File: src/rtl/core/assert_macros.svh
// ----------------------------------------------------------------------------
// Assertion macros
// Shared concurrent assertion forms for the deque core, clocked on clk_i.
// ----------------------------------------------------------------------------
`ifndef ASSERT_MACROS_SVH
`define ASSERT_MACROS_SVH

// Check on every rising edge outside reset.
`define ASSERT_CLK(lbl, prop, msg) \
  lbl: assert property (@(posedge clk_i) disable iff (!rst_ni) prop) \
    else $error(msg);

// Check on every rising edge, during reset too.
`define ASSERT_ALWAYS(lbl, prop, msg) \
  lbl: assert property (@(posedge clk_i) prop) \
    else $error(msg);

`endif

File: src/rtl/core/bdq_pkg.sv
// ----------------------------------------------------------------------------
// Deque core package
// Sizes, request and status codes, the command record and index helpers.
// ----------------------------------------------------------------------------
`timescale 1ns / 1ps

package bdq_pkg;

  // Store geometry
  localparam int DEPTH  = 16;
  localparam int IDX_W  = (DEPTH > 1) ? $clog2(DEPTH) : 1;
  localparam int CNT_W  = $clog2(DEPTH + 1);
  localparam int SUM_W  = CNT_W + 1;
  localparam int DATA_W = 32;

  // Capacity register
  localparam int CAP_W = 5;
  localparam int LIM_W = (CNT_W > CAP_W) ? CNT_W : CAP_W;
  localparam logic [CAP_W-1:0] CAP_RESET = CAP_W'(16);

  typedef logic [IDX_W-1:0]         idx_t;
  typedef logic [CNT_W-1:0]         cnt_t;
  typedef logic [CAP_W-1:0]         cap_t;
  typedef logic signed [DATA_W-1:0] data_t;

  typedef enum logic [1:0] {
    REQ_PUSH_L = 2'd0,
    REQ_PUSH_R = 2'd1,
    REQ_POP_L  = 2'd2,
    REQ_POP_R  = 2'd3
  } req_e;

  typedef enum logic [1:0] {
    ST_OK    = 2'd0,
    ST_FULL  = 2'd1,
    ST_EMPTY = 2'd2
  } status_e;

  // Classified request handed from front to back
  typedef struct packed {
    logic    wr;
    logic    rd;
    idx_t    slot;
    data_t   value;
    status_e status;
  } cmd_t;

  // Reduce head plus offset (below twice DEPTH) into the store range
  function automatic idx_t wrap_idx(logic [SUM_W-1:0] sum);
    logic [SUM_W-1:0] red;
    red = (sum >= SUM_W'(DEPTH)) ? sum - SUM_W'(DEPTH) : sum;
    return red[IDX_W-1:0];
  endfunction

endpackage

File: src/rtl/core/bdq_front.sv
// ----------------------------------------------------------------------------
// Deque front end
// Holds capacity, head and count; classifies each request into a command.
// ----------------------------------------------------------------------------
`timescale 1ns / 1ps

module bdq_front (
  input  logic          clk_i,
  input  logic          rst_ni,
  input  logic          cfg_we_i,
  input  bdq_pkg::cap_t cfg_data_i,
  input  logic          req_valid_i,
  output logic          req_ready_o,
  input  logic [1:0]    req_type_i,
  input  bdq_pkg::data_t push_value_i,
  output logic          cmd_valid_o,
  input  logic          cmd_ready_i,
  output bdq_pkg::cmd_t cmd_o
);
  import bdq_pkg::*;

  `include "assert_macros.svh"

  cap_t cap_q;
  idx_t head_q, head_d;
  cnt_t count_q, count_d;

  logic [LIM_W-1:0] cap_ext, depth_ext, limit;
  logic             full, empty, fire;
  req_e             req;

  assign req         = req_e'(req_type_i);
  assign fire        = req_valid_i && cmd_ready_i;
  assign req_ready_o = cmd_ready_i;
  assign cmd_valid_o = req_valid_i;

  // Saturate capacity to the store depth
  assign cap_ext   = LIM_W'(cap_q);
  assign depth_ext = LIM_W'(DEPTH);
  assign limit     = (cap_ext < depth_ext) ? cap_ext : depth_ext;
  assign full      = LIM_W'(count_q) >= limit;
  assign empty     = (count_q == '0);

  // Classify the request and work out the pointer update
  always_comb begin
    head_d       = head_q;
    count_d      = count_q;
    cmd_o.wr     = 1'b0;
    cmd_o.rd     = 1'b0;
    cmd_o.slot   = head_q;
    cmd_o.value  = '0;
    cmd_o.status = ST_OK;
    unique case (req)
      REQ_PUSH_L, REQ_PUSH_R: begin
        if (full) begin
          cmd_o.status = ST_FULL;
        end else begin
          cmd_o.wr    = 1'b1;
          cmd_o.value = push_value_i;
          count_d     = count_q + CNT_W'(1);
          if (req == REQ_PUSH_L) begin
            head_d     = (head_q == '0) ? IDX_W'(DEPTH - 1) : head_q - IDX_W'(1);
            cmd_o.slot = head_d;
          end else begin
            cmd_o.slot = wrap_idx(SUM_W'(head_q) + SUM_W'(count_q));
          end
        end
      end
      REQ_POP_L, REQ_POP_R: begin
        if (empty) begin
          cmd_o.status = ST_EMPTY;
        end else begin
          cmd_o.rd = 1'b1;
          count_d  = count_q - CNT_W'(1);
          if (req == REQ_POP_L) begin
            cmd_o.slot = head_q;
            head_d     = wrap_idx(SUM_W'(head_q) + SUM_W'(1));
          end else begin
            cmd_o.slot = wrap_idx(SUM_W'(head_q) + SUM_W'(count_q) - SUM_W'(1));
          end
        end
      end
      default: begin
        cmd_o.status = ST_OK;
      end
    endcase
  end

  // Take configuration writes
  always_ff @(posedge clk_i or negedge rst_ni) begin
    if (!rst_ni) begin
      cap_q <= CAP_RESET;
    end else if (cfg_we_i) begin
      cap_q <= cfg_data_i;
    end
  end

  // Advance head and count on each accepted request
  always_ff @(posedge clk_i or negedge rst_ni) begin
    if (!rst_ni) begin
      head_q  <= '0;
      count_q <= '0;
    end else if (fire) begin
      head_q  <= head_d;
      count_q <= count_d;
    end
  end

  `ASSERT_CLK(a_count_bound, (count_q <= CNT_W'(DEPTH)), "count exceeds depth")
  `ASSERT_CLK(a_push_grows,
              (fire && cmd_o.wr) |=> (count_q == $past(count_q) + CNT_W'(1)),
              "push did not grow count")
  `ASSERT_CLK(a_refusal_holds,
              (fire && !cmd_o.wr && !cmd_o.rd) |=> $stable(count_q),
              "refused request changed count")

endmodule

File: src/rtl/core/bdq_cmd_fifo.sv
// ----------------------------------------------------------------------------
// Deque command queue
// Two-entry queue of classified commands between front and back.
// ----------------------------------------------------------------------------
`timescale 1ns / 1ps

module bdq_cmd_fifo (
  input  logic          clk_i,
  input  logic          rst_ni,
  input  logic          in_valid_i,
  output logic          in_ready_o,
  input  bdq_pkg::cmd_t in_cmd_i,
  output logic          out_valid_o,
  input  logic          out_ready_i,
  output bdq_pkg::cmd_t out_cmd_o
);
  import bdq_pkg::*;

  cmd_t       slots_q [2];
  logic       wr_ptr_q, rd_ptr_q;
  logic [1:0] fill_q;
  logic       push, pop;

  assign in_ready_o  = (fill_q != 2'd2);
  assign out_valid_o = (fill_q != 2'd0);
  assign out_cmd_o   = slots_q[rd_ptr_q];
  assign push        = in_valid_i && in_ready_o;
  assign pop         = out_valid_o && out_ready_i;

  // Store incoming commands
  always_ff @(posedge clk_i) begin
    if (push) begin
      slots_q[wr_ptr_q] <= in_cmd_i;
    end
  end

  // Advance pointers and fill level
  always_ff @(posedge clk_i or negedge rst_ni) begin
    if (!rst_ni) begin
      wr_ptr_q <= 1'b0;
      rd_ptr_q <= 1'b0;
      fill_q   <= 2'd0;
    end else begin
      if (push) begin
        wr_ptr_q <= ~wr_ptr_q;
      end
      if (pop) begin
        rd_ptr_q <= ~rd_ptr_q;
      end
      fill_q <= fill_q + {1'b0, push} - {1'b0, pop};
    end
  end

endmodule

File: src/rtl/core/bdq_back.sv
// ----------------------------------------------------------------------------
// Deque back end
// Carries out commands on the entry store and registers the result.
// ----------------------------------------------------------------------------
`timescale 1ns / 1ps

module bdq_back (
  input  logic           clk_i,
  input  logic           rst_ni,
  input  logic           cmd_valid_i,
  output logic           cmd_ready_o,
  input  bdq_pkg::cmd_t  cmd_i,
  output logic           res_valid_o,
  input  logic           res_ready_i,
  output bdq_pkg::status_e res_status_o,
  output bdq_pkg::data_t res_data_o
);
  import bdq_pkg::*;

  `include "assert_macros.svh"

  data_t   mem_q [DEPTH];
  logic    res_valid_q;
  status_e status_q;
  data_t   data_q;
  logic    take;

  assign cmd_ready_o  = !res_valid_q || res_ready_i;
  assign take         = cmd_valid_i && cmd_ready_o;
  assign res_valid_o  = res_valid_q;
  assign res_status_o = status_q;
  assign res_data_o   = data_q;

  // Write pushed values into the store
  always_ff @(posedge clk_i) begin
    if (take && cmd_i.wr) begin
      mem_q[cmd_i.slot] <= cmd_i.value;
    end
  end

  // Load the result register, reading the store on pops
  always_ff @(posedge clk_i) begin
    if (take) begin
      status_q <= cmd_i.status;
      data_q   <= cmd_i.rd ? mem_q[cmd_i.slot] : cmd_i.value;
    end
  end

  // Hold the result until the receiver takes it
  always_ff @(posedge clk_i or negedge rst_ni) begin
    if (!rst_ni) begin
      res_valid_q <= 1'b0;
    end else if (cmd_ready_o) begin
      res_valid_q <= cmd_valid_i;
    end
  end

  `ASSERT_CLK(a_access_ok,
              (take && (cmd_i.rd || cmd_i.wr)) |-> (cmd_i.status == ST_OK),
              "store access on refused request")
  `ASSERT_CLK(a_single_access, (take) |-> !(cmd_i.rd && cmd_i.wr),
              "read and write in one command")

endmodule

File: src/rtl/core/bounded_double_ended_queue_core.sv
// ----------------------------------------------------------------------------
// Bounded double-ended queue core
// Request stream in, one status and value result per request out.
// ----------------------------------------------------------------------------
// Usage:
//   Requests arrive on in_valid_i/in_ready_o with req_type_i (push left,
//   push right, pop left, pop right) and push_value_i. Each request yields
//   exactly one result on out_valid_o/out_ready_i: status_o (ok, full,
//   empty) and data_value_o (pushed or popped value, zero on refusal).
//   cfg_we_i writes cfg_data_i into the capacity register; values above the
//   store depth act as the depth. Write it only while the core is idle.
//   Path: an accepted request passes through the command queue and then
//   the result register before its result can be taken.
//   Throughput: one request per cycle while in_ready_o is high, set by the
//   front end updating head and count per request and the back end doing one
//   store access per cycle. A two-entry command queue sits between the two.
//   Reset: queue empties, head returns to zero, capacity returns to 16.
//   No clearing pass is needed; store contents are read only once written.
//   Stall: while out_ready_i is low the result register holds, the command
//   queue fills, and in_ready_o drops once it holds two commands.
// ----------------------------------------------------------------------------
`timescale 1ns / 1ps

module bounded_double_ended_queue_core (
  input  logic                  clk_i,
  input  logic                  rst_ni,
  input  logic                  cfg_we_i,
  input  logic [4:0]            cfg_data_i,
  input  logic                  in_valid_i,
  output logic                  in_ready_o,
  input  logic [1:0]            req_type_i,
  input  logic signed [31:0]    push_value_i,
  output logic                  out_valid_o,
  input  logic                  out_ready_i,
  output logic [1:0]            status_o,
  output logic signed [31:0]    data_value_o
);
  import bdq_pkg::*;

  cmd_t    front_cmd, back_cmd;
  logic    front_valid, front_ready;
  logic    back_valid, back_ready;
  status_e res_status;

  // Classify requests and track pointers
  bdq_front u_front (
    .clk_i        (clk_i),
    .rst_ni       (rst_ni),
    .cfg_we_i     (cfg_we_i),
    .cfg_data_i   (cfg_data_i),
    .req_valid_i  (in_valid_i),
    .req_ready_o  (in_ready_o),
    .req_type_i   (req_type_i),
    .push_value_i (push_value_i),
    .cmd_valid_o  (front_valid),
    .cmd_ready_i  (front_ready),
    .cmd_o        (front_cmd)
  );

  // Decouple front and back
  bdq_cmd_fifo u_cmd_fifo (
    .clk_i       (clk_i),
    .rst_ni      (rst_ni),
    .in_valid_i  (front_valid),
    .in_ready_o  (front_ready),
    .in_cmd_i    (front_cmd),
    .out_valid_o (back_valid),
    .out_ready_i (back_ready),
    .out_cmd_o   (back_cmd)
  );

  // Execute on the store and present results
  bdq_back u_back (
    .clk_i        (clk_i),
    .rst_ni       (rst_ni),
    .cmd_valid_i  (back_valid),
    .cmd_ready_o  (back_ready),
    .cmd_i        (back_cmd),
    .res_valid_o  (out_valid_o),
    .res_ready_i  (out_ready_i),
    .res_status_o (res_status),
    .res_data_o   (data_value_o)
  );

  assign status_o = res_status;

endmodule
File: config.mk
export PLATFORM = sky130hd
export DESIGN_NAME = bounded_double_ended_queue_core
export DESIGN_NICKNAME = d
export VERILOG_FILES = /design/src/rtl/core/bdq_pkg.sv /design/src/rtl/core/bdq_front.sv /design/src/rtl/core/bdq_cmd_fifo.sv /design/src/rtl/core/bdq_back.sv /design/src/rtl/core/bounded_double_ended_queue_core.sv
export VERILOG_INCLUDE_DIRS = /design/src /design/src/rtl/core
export SDC_FILE = /design/constraint.sdc
export NUM_CORES = 1
export LEC_CHECK = 0
export BUFFER_PORTS_ARGS = -buffer_cell sky130_fd_sc_hd__buf_2
export CORE_ASPECT_RATIO = 0.6
export CORE_MARGIN = 4
export CORE_UTILIZATION = 60
export DETAILED_ROUTE_END_ITERATION = 10
export PLACE_DENSITY = 0.78
export SYNTH_ARGS = -nofsm -noshare
export SYNTH_HDL_FRONTEND = slang
export SYNTH_HIERARCHICAL = 1
export SYNTH_SLANG_ARGS = --single-unit
File: constraint.sdc
create_clock -name clk_i -period 10.9 [get_ports clk_i]
set_input_delay 0.545 -clock clk_i [delete_from_list [all_inputs] [get_ports clk_i]]
set_output_delay 0.545 -clock clk_i [all_outputs]
set_load 0.02 [all_outputs]
==> impl_results.md, run 1 <==
- Pin count of the biggest net entering global routing: 80
- Total CTS buffers: 55
- Critical Path Source: u_cmd_fifo/rd_ptr_q
- FMAX: between 200 and 250 MHz
- PD cells: slightly below 300 mW/mm^2
- Worst-path fanout max: 57
- Max_cap viols: 0
- RSZ-0062 raised after global routing: false
- Hold Crit Class: input port to flop
- Post-synthesis cell type count: 60
- Switch share: 0.336
- Syn_nets: 1,446
- Post-route DRC: 0
- Pre-CTS setup slack: roughly 6.3 ns
- Sequential-to-total area share from yosys stat: 0.753
- Clock transition at the registers of the reported paths: 0.07 ns
- DRT Pass-1 Iters: 5
- Antenna Cells: 0
- Post-synth EDFFs: 626
- Critical Path RT: 11.32 ns
- Root buffer cell: clkbuf_16
- Comb power frac: 0.341
- Vias: 13,300
- Max clock buf depth: 3
- Post-CTS Resized: 0
- Vias per inst: 6.40
- H-tree lvl count: 2
- Synth Instances: roughly 1,400
- Mapped cell area: 0.0256 mm^2
- YS warnings: 6
- Crit path capture: u_back/res_data_o[5]
- Final HPWL DP: 31,900 um
- R2r endpoint: u_back/res_data_o[5]
- Die X: 275 um
- Final period utilization: 0.426
- Chip Height: 168 um
- Vias in the first global route: roughly 13,000
- Post-route setup slack: approximately 6.3 ns
- Area contributors post-synth: edfxtp_1 73%, mux2i_1 5.5%, mux4_2 5.1%
- Flops & latches, synth: 645
- Min Tclk post-route: 4.64 ns
- Worst setup EP type: flop
- Share of cells above drive strength 1: 0.217
- Reg-to-Reg Start: u_cmd_fifo/rd_ptr_q
- Initial core utilization: 0.610
- Seq pwr share: 0.433
- Clock latency at the later pin of the worst-skew pair: slightly below 0.6 ns
- DRT iter0 DRCs: 1,756
- CP startpoint kind: flop
- Gp weighted congestion: 0.849
- Setup Crit Path Kind: flop to flop
- Total grt overflow: 0
- FF-to-FF setup slack: 6.26 ns
- Slew HR: 0.0407
- Final hold vios: 0
- Setup_tns: 0 ns
- Num rows: 58
- P_leak: between 9 and 10 nW
- Final nets: 1,527
- WL/cell: 26.4 um
- Post-detailed-route count of antenna-violating nets: 0
- Top-Level Pins: 80
- Clk_skew: a little under 0.02 ns
- Port Buffers: 79
- CTS tree: done
- Run status: complete, no violations
- Main flop type after synthesis: edfxtp_1
- Setup Viol. Count Final: 0
- Maximum VDD drop: 0.000222 V
- Fillers: 2,678
- Int Pwr: 5.46 mW
- Die area: 0.0462 mm^2
- Crit path DAT: 5.07 ns
- Synth top area share: 0.734
- Initial antenna violation count: 0
- First-pass GRT wire length: 83,100 um
- Total core area: approximately 0.042 mm^2
- Total routed wirelength: 54,800 um
- Clock power frac: 0.226
- Syn_area_per_cell: 18.5 um^2
- Tot GR Track Use: 0.241
- FF-to-FF path depth: 7
- Slew Viols, Final: 0
- Least-Margin Pin Slew: 1.44 ns
- Cell taking the most area after synthesis: edfxtp_1
- Synthesis-to-finish area growth: 10.4%
- CTS Sinks: about 650
- Ys async rst share: 0.0295
- Net Sw Power: roughly 2.8 mW
==> cells in the final DEF (no fill, tap or decap), types with 23 or more instances in the layout <==
cell type and instances:
nand3_1 23, o22ai_1 51, nor2_1 59, buf_2 79
mux4_2 58, mux2i_1 142, nand2_1 39, mux2_2 56
and2_1 33, clkbuf_16 57, edfxtp_1 626
==> layout make-up <==
cell class	instances	area (um^2)	area share
Clock buffer	79	1550	0.0548
Clock inverter	19	120	0.00425
Inverter	9	33.8	0.00119
Multi-Input combinational cell	651	6020	0.213
Sequential cell	645	19300	0.682
Tap cell	570	713	0.0252
Timing Repair Buffer	102	571	0.0202
==> cells by family (layout without fill, tap and decap cells) <==
| group | after synthesis | count (layout) | synth area share |
|---|---|---|---|
| DFF | 645 | 645 | 0.753 |
| adders and majority gates | 19 | 19 | 0.00987 |
| buffers and inverters | 87 | 209 | 0.0187 |
| AOI/OAI and AO/OA | 150 | 150 | 0.0404 |
| and+or+nand+nor | 207 | 207 | 0.0398 |
| muxes | 262 | 262 | 0.134 |
| xor gates and xnor gates | 13 | 13 | 0.00445 |
==> critical path, cell delays in order, from the launching register on <==
cell and delay [ns]:
dfrtp_2 0.69, buf_4 0.47, mux2_4 0.79, buf_4 0.80, nand3b_1 0.95, o22ai_1 0.48
nor2_1 0.08, a31oi_1 0.18
==> per-layer routing <==
layer | up-vias | global-route usage | part of all wire
met5 | - | 0 | 0
met1 | 6842 | 0.388 | 0.44
met2 | 688 | 0.340 | 0.44
met3 | 86 | 0.0504 | 0.096
met4 | 0 | 0.0622 | 0.025
li1 | 5674 | - | -
==> power by group through the flow <==
stage	Clock (mW)	Combinational, mW	Sequential (mW)
2_1_floorplan	0	1.98	3.62
3_3_place_gp	0	2.70	3.60
3_5_place_dp	0	2.79	3.61
4_1_cts	1.88	2.81	3.57
5_1_grt	2.00	3.03	3.59
6_report	1.86	2.81	3.57
==> cells in the mapped netlist (17+ instances only) <==
cell type  instances
mux4_2            58
a2bb2oi_1         19
a21oi_1           18
clkbuf_1          34
nand2_1           39
ha_1              17
o22ai_1           51
mux2_2            58
and2_1            34
dfrtp_1           18
a31oi_1           22
mux2i_1          142
buf_2             17
nor2_1            72
edfxtp_1         626
nand3_1           23
==> metrics by stage <==
| step | power (mW) | utilization | hold slack (ns) | cell area (um^2) | instances |
|---|---|---|---|---|---|
| 2_1_floorplan | 5.60 | - | 0.249 | 25600 | 1383 |
| 3_3_place_gp | 6.30 | 0.633 | 0.494 | 26600 | 1976 |
| 3_5_place_dp | 6.41 | 0.633 | 0.517 | 26600 | 1976 |
| 4_1_cts | 8.25 | 0.673 | 0.145 | 28300 | 2075 |
| 5_1_grt | 8.62 | 0.673 | 0.168 | 28300 | 2075 |
| 6_report | 8.23 | 0.673 | 0.160 | 28300 | 2075 |
==> how the worst min path moves through the flow <==
stage                              start                   end  slack (ns)  cells past startpoint
finish                     cfg_data_i[4]    u_front/cap_ext[4]        0.16                      3
detailed placement    u_front/cap_ext[1]    u_front/cap_ext[1]        0.52                      1
CTS                        cfg_data_i[4]    u_front/cap_ext[4]        0.15                      3
global placement    u_cmd_fifo/fill_q[0]  u_cmd_fifo/fill_q[0]        0.49                      1
global route               cfg_data_i[4]    u_front/cap_ext[4]        0.17                      3
floorplan                         rst_ni    u_back/res_valid_o        0.25                      0
==> registers in the layout (all words and copies together) (netlist names) <==
name                 count
u_back/mem_q           512
u_cmd_fifo/slots_q      80
u_back/res_data_o       32
u_front/cap_ext          5
u_front/count_q          5
u_front/head_q           4
u_back/res_status_o      2
u_cmd_fifo/fill_q        2
u_back/res_valid_o       1
u_cmd_fifo/rd_ptr_q      1
u_cmd_fifo/wr_ptr_q      1
==> what timing repair did <==
action / in CTS / in global routing
hold buffers: 1 / 0
hold endpoints to repair: 18 / 0
setup buffers: 0 / 0
(Power assumes the default switching activity.)
==> inputs of run 2 (changes only) <==
--- a/config.mk
+++ b/config.mk
@@ -9,9 +9,9 @@
 export BUFFER_PORTS_ARGS = -buffer_cell sky130_fd_sc_hd__buf_2
 export CORE_ASPECT_RATIO = 0.6
 export CORE_MARGIN = 4
-export CORE_UTILIZATION = 60
+export CORE_UTILIZATION = 56
 export DETAILED_ROUTE_END_ITERATION = 10
-export PLACE_DENSITY = 0.78
+export PLACE_DENSITY = 0.77
 export SYNTH_ARGS = -nofsm -noshare
 export SYNTH_HDL_FRONTEND = slang
 export SYNTH_HIERARCHICAL = 1
==> constraint.sdc (replaced) <==
create_clock -name clk_i -period 3.9 [get_ports clk_i]
set_input_delay 0.195 -clock clk_i [delete_from_list [all_inputs] [get_ports clk_i]]
set_output_delay 0.195 -clock clk_i [all_outputs]
set_load 0.02 [all_outputs]
==> run 2 against run 1 <==
Utilization is 2.2 points lower. Combinational power grew to 2.9 times the previous value. First-iteration DRC count down 5.0%. Design area rose by 3.5%. Flip-flop and latch count did not move. Clock power increased to 3.0 times the previous value. Power increased to 2.9 times the previous value. Critical path type unchanged.
==> impl_results.md, run 2 (synthesis results as in run 1) <==
- Root buffer cell: clkbuf_16 (unchanged)
- Total core area: 0.0450 mm^2 (was 0.0420 mm^2)
- R2r endpoint: u_back/res_data_o[19] (was u_back/res_data_o[5])
- Gp weighted congestion: 0.782 (was 0.849)
- H-tree lvl count: 2 (unchanged)
- CP startpoint kind: flop (unchanged)
- Final nets: 1,615 (was 1,527)
- Pin count of the biggest net entering global routing: 69 (was 80)
- Setup Viol. Count Final: 0 (unchanged)
- Pre-CTS setup slack: 0.818 ns (was 6.31 ns)
- Total CTS buffers: 56 (was 55)
- Run status: complete, no violations (unchanged)
- Vias per inst: 6.16 (was 6.40)
- RSZ-0062 raised after global routing: false (unchanged)
- Vias in the first global route: 13,400 (was 13,300)
- Top-Level Pins: 80 (unchanged)
- Chip Height: 174 um (was 168 um)
- Most frequent cells in the layout: 626 x edfxtp_1, 142 x mux2i_1, 79 x buf_2 (unchanged)
- DRT iter0 DRCs: 1,669 (was 1,756)
- Worst setup EP type: flop (unchanged)
- Reg-to-Reg Start: u_cmd_fifo/rd_ptr_q (unchanged)
- Antenna Cells: 0 (unchanged)
- FMAX: 319 MHz (was 215 MHz)
- Die X: 284 um (was 275 um)
- Tot GR Track Use: 0.228 (was 0.241)
- FF-to-FF setup slack: 0.77 ns (was 6.26 ns)
- Worst-path fanout max: 43 (was 57)
- Share of cells above drive strength 1: 0.232 (was 0.217)
- Max_cap viols: 0 (unchanged)
- Top reg by flops: u_back/mem_q (unchanged)
- Final hold vios: 0 (unchanged)
- Max reg flops: 512 (unchanged)
- Slew HR: 0.188 (was 0.0407)
- Final period utilization: 0.803 (was 0.426)
- Clock latency at the later pin of the worst-skew pair: 0.60 ns (was 0.59 ns)
- Port Buffers: 79 (unchanged)
- Total routed wirelength: 55,900 um (was 54,800 um)
- Die area: 0.0493 mm^2 (was 0.0462 mm^2)
- CTS Sinks: 645 (unchanged)
- Synthesis-to-finish area growth: 14.2% (was 10.4%)
- Crit path DAT: 3.52 ns (was 5.07 ns)
- Total grt overflow: 0 (unchanged)
- Post-route DRC: 0 (unchanged)
- PD cells: 806 mW/mm^2 (was 291 mW/mm^2)
- Clk_skew: 0.0230 ns (was 0.0195 ns)
- Post-route setup slack: 0.767 ns (was 6.26 ns)
- Least-Margin Pin Slew: 1.22 ns (was 1.44 ns)
- Initial antenna violation count: 0 (unchanged)
- DRT Pass-1 Iters: 5 (unchanged)
- Final HPWL DP: 33,000 um (was 31,900 um)
- Maximum VDD drop: 0.000585 V (was 0.000222 V)
- P_leak: 10.1 nW (was 9.57 nW)
- Setup Crit Path Kind: flop to flop (unchanged)
- Vias: 13,500 (was 13,300)
- Most common cell after layout, fill and taps aside: edfxtp_1 (unchanged)
- Hold Crit Class: input port to asynchronous set/reset pin (was input port to flop)
- Min Tclk post-route: 3.13 ns (was 4.64 ns)
- Post-detailed-route count of antenna-violating nets: 0 (unchanged)
- Max clock buf depth: 3 (unchanged)
- Post-CTS Repair Setup Buffers: 0 (unchanged)
- Initial core utilization: 0.570 (was 0.610)
- First-pass GRT wire length: 84,800 um (was 83,100 um)
- Num rows: 60 (was 58)
- FF-to-FF path depth: 5 (was 7)
- WL/cell: 25.6 um (was 26.4 um)
- Critical Path RT: 4.29 ns (was 11.32 ns)
- Setup_tns: 0 ns (unchanged)
- Slew Viols, Final: 0 (unchanged)
- CTS tree: done (unchanged)
- Clock transition at the registers of the reported paths: 0.07 ns (about the same)
## run 2: power breakdown
| part | internal (mW) | switching [mW] |
|---|---|---|
| sequential | 9.53 | 0.388 |
| combinational | 3.12 | 5.05 |
| clock | 3.11 | 2.39 |
| total | 15.7 | 7.83 |
## run 2: critical path, cell delays in order, from the launching register on
cell and delay (ns):
dfrtp_2 0.61, buf_4 0.51, mux2_2 1.02, buf_4 0.45, nor2_1 0.08, a31oi_1 0.25
## run 2: worst max-delay path by stage
| stage | start | endpoint | depth (start not counted) |
|---|---|---|---|
| 5_1_grt | u_cmd_fifo/rd_ptr_q | u_back/res_data_o[18] | 6 |
| 4_1_cts | u_cmd_fifo/rd_ptr_q | u_back/res_data_o[19] | 5 |
| 3_5_place_dp | u_cmd_fifo/rd_ptr_q | u_back/res_data_o[17] | 5 |
| 3_3_place_gp | u_cmd_fifo/rd_ptr_q | u_back/res_data_o[29] | 5 |
| 6_report | u_cmd_fifo/rd_ptr_q | u_back/res_data_o[19] | 5 |
| 2_1_floorplan | u_cmd_fifo/rd_ptr_q | u_back/mem_q[10][0] | 10 |
## run 2: what timing repair did
action,in CTS,in global routing
hold endpoints to repair,90,0
hold buffers,46,0
gates resized for setup,0,0
## run 2: stage by stage
step,util,hold WS (ns),instance area (um^2),instances,power [mW]
4_1_cts,0.651,0.0806,29300,2187,23.6
3_5_place_dp,0.601,0.181,27000,2037,18.1
3_3_place_gp,0.601,0.175,27000,2037,17.8
6_report,0.651,0.103,29300,2187,23.6
5_1_grt,0.651,0.116,29300,2187,24.7
2_1_floorplan,-,-0.101,25600,1383,15.7
## run 2: cell type report
| type | instances | area, um^2 |
|---|---|---|
| well taps | 589 | 737 |
| multi-input cells | 651 | 6040 |
| fillers | 2917 | 15700 |
| inverters | 9 | 33.8 |
| clock inverters | 26 | 285 |
| repair buffers | 189 | 1370 |
| flip-flops and latches | 645 | 19300 |
| clock buffers | 78 | 1510 |
## run 2: metal layers
metal,vias up,global-route usage,part of all wire
met5,-,0,0
met4,0,0.0470,0.016
li1,5864,-,-
met3,81,0.0427,0.10
met2,675,0.351,0.47
met1,6852,0.347,0.42
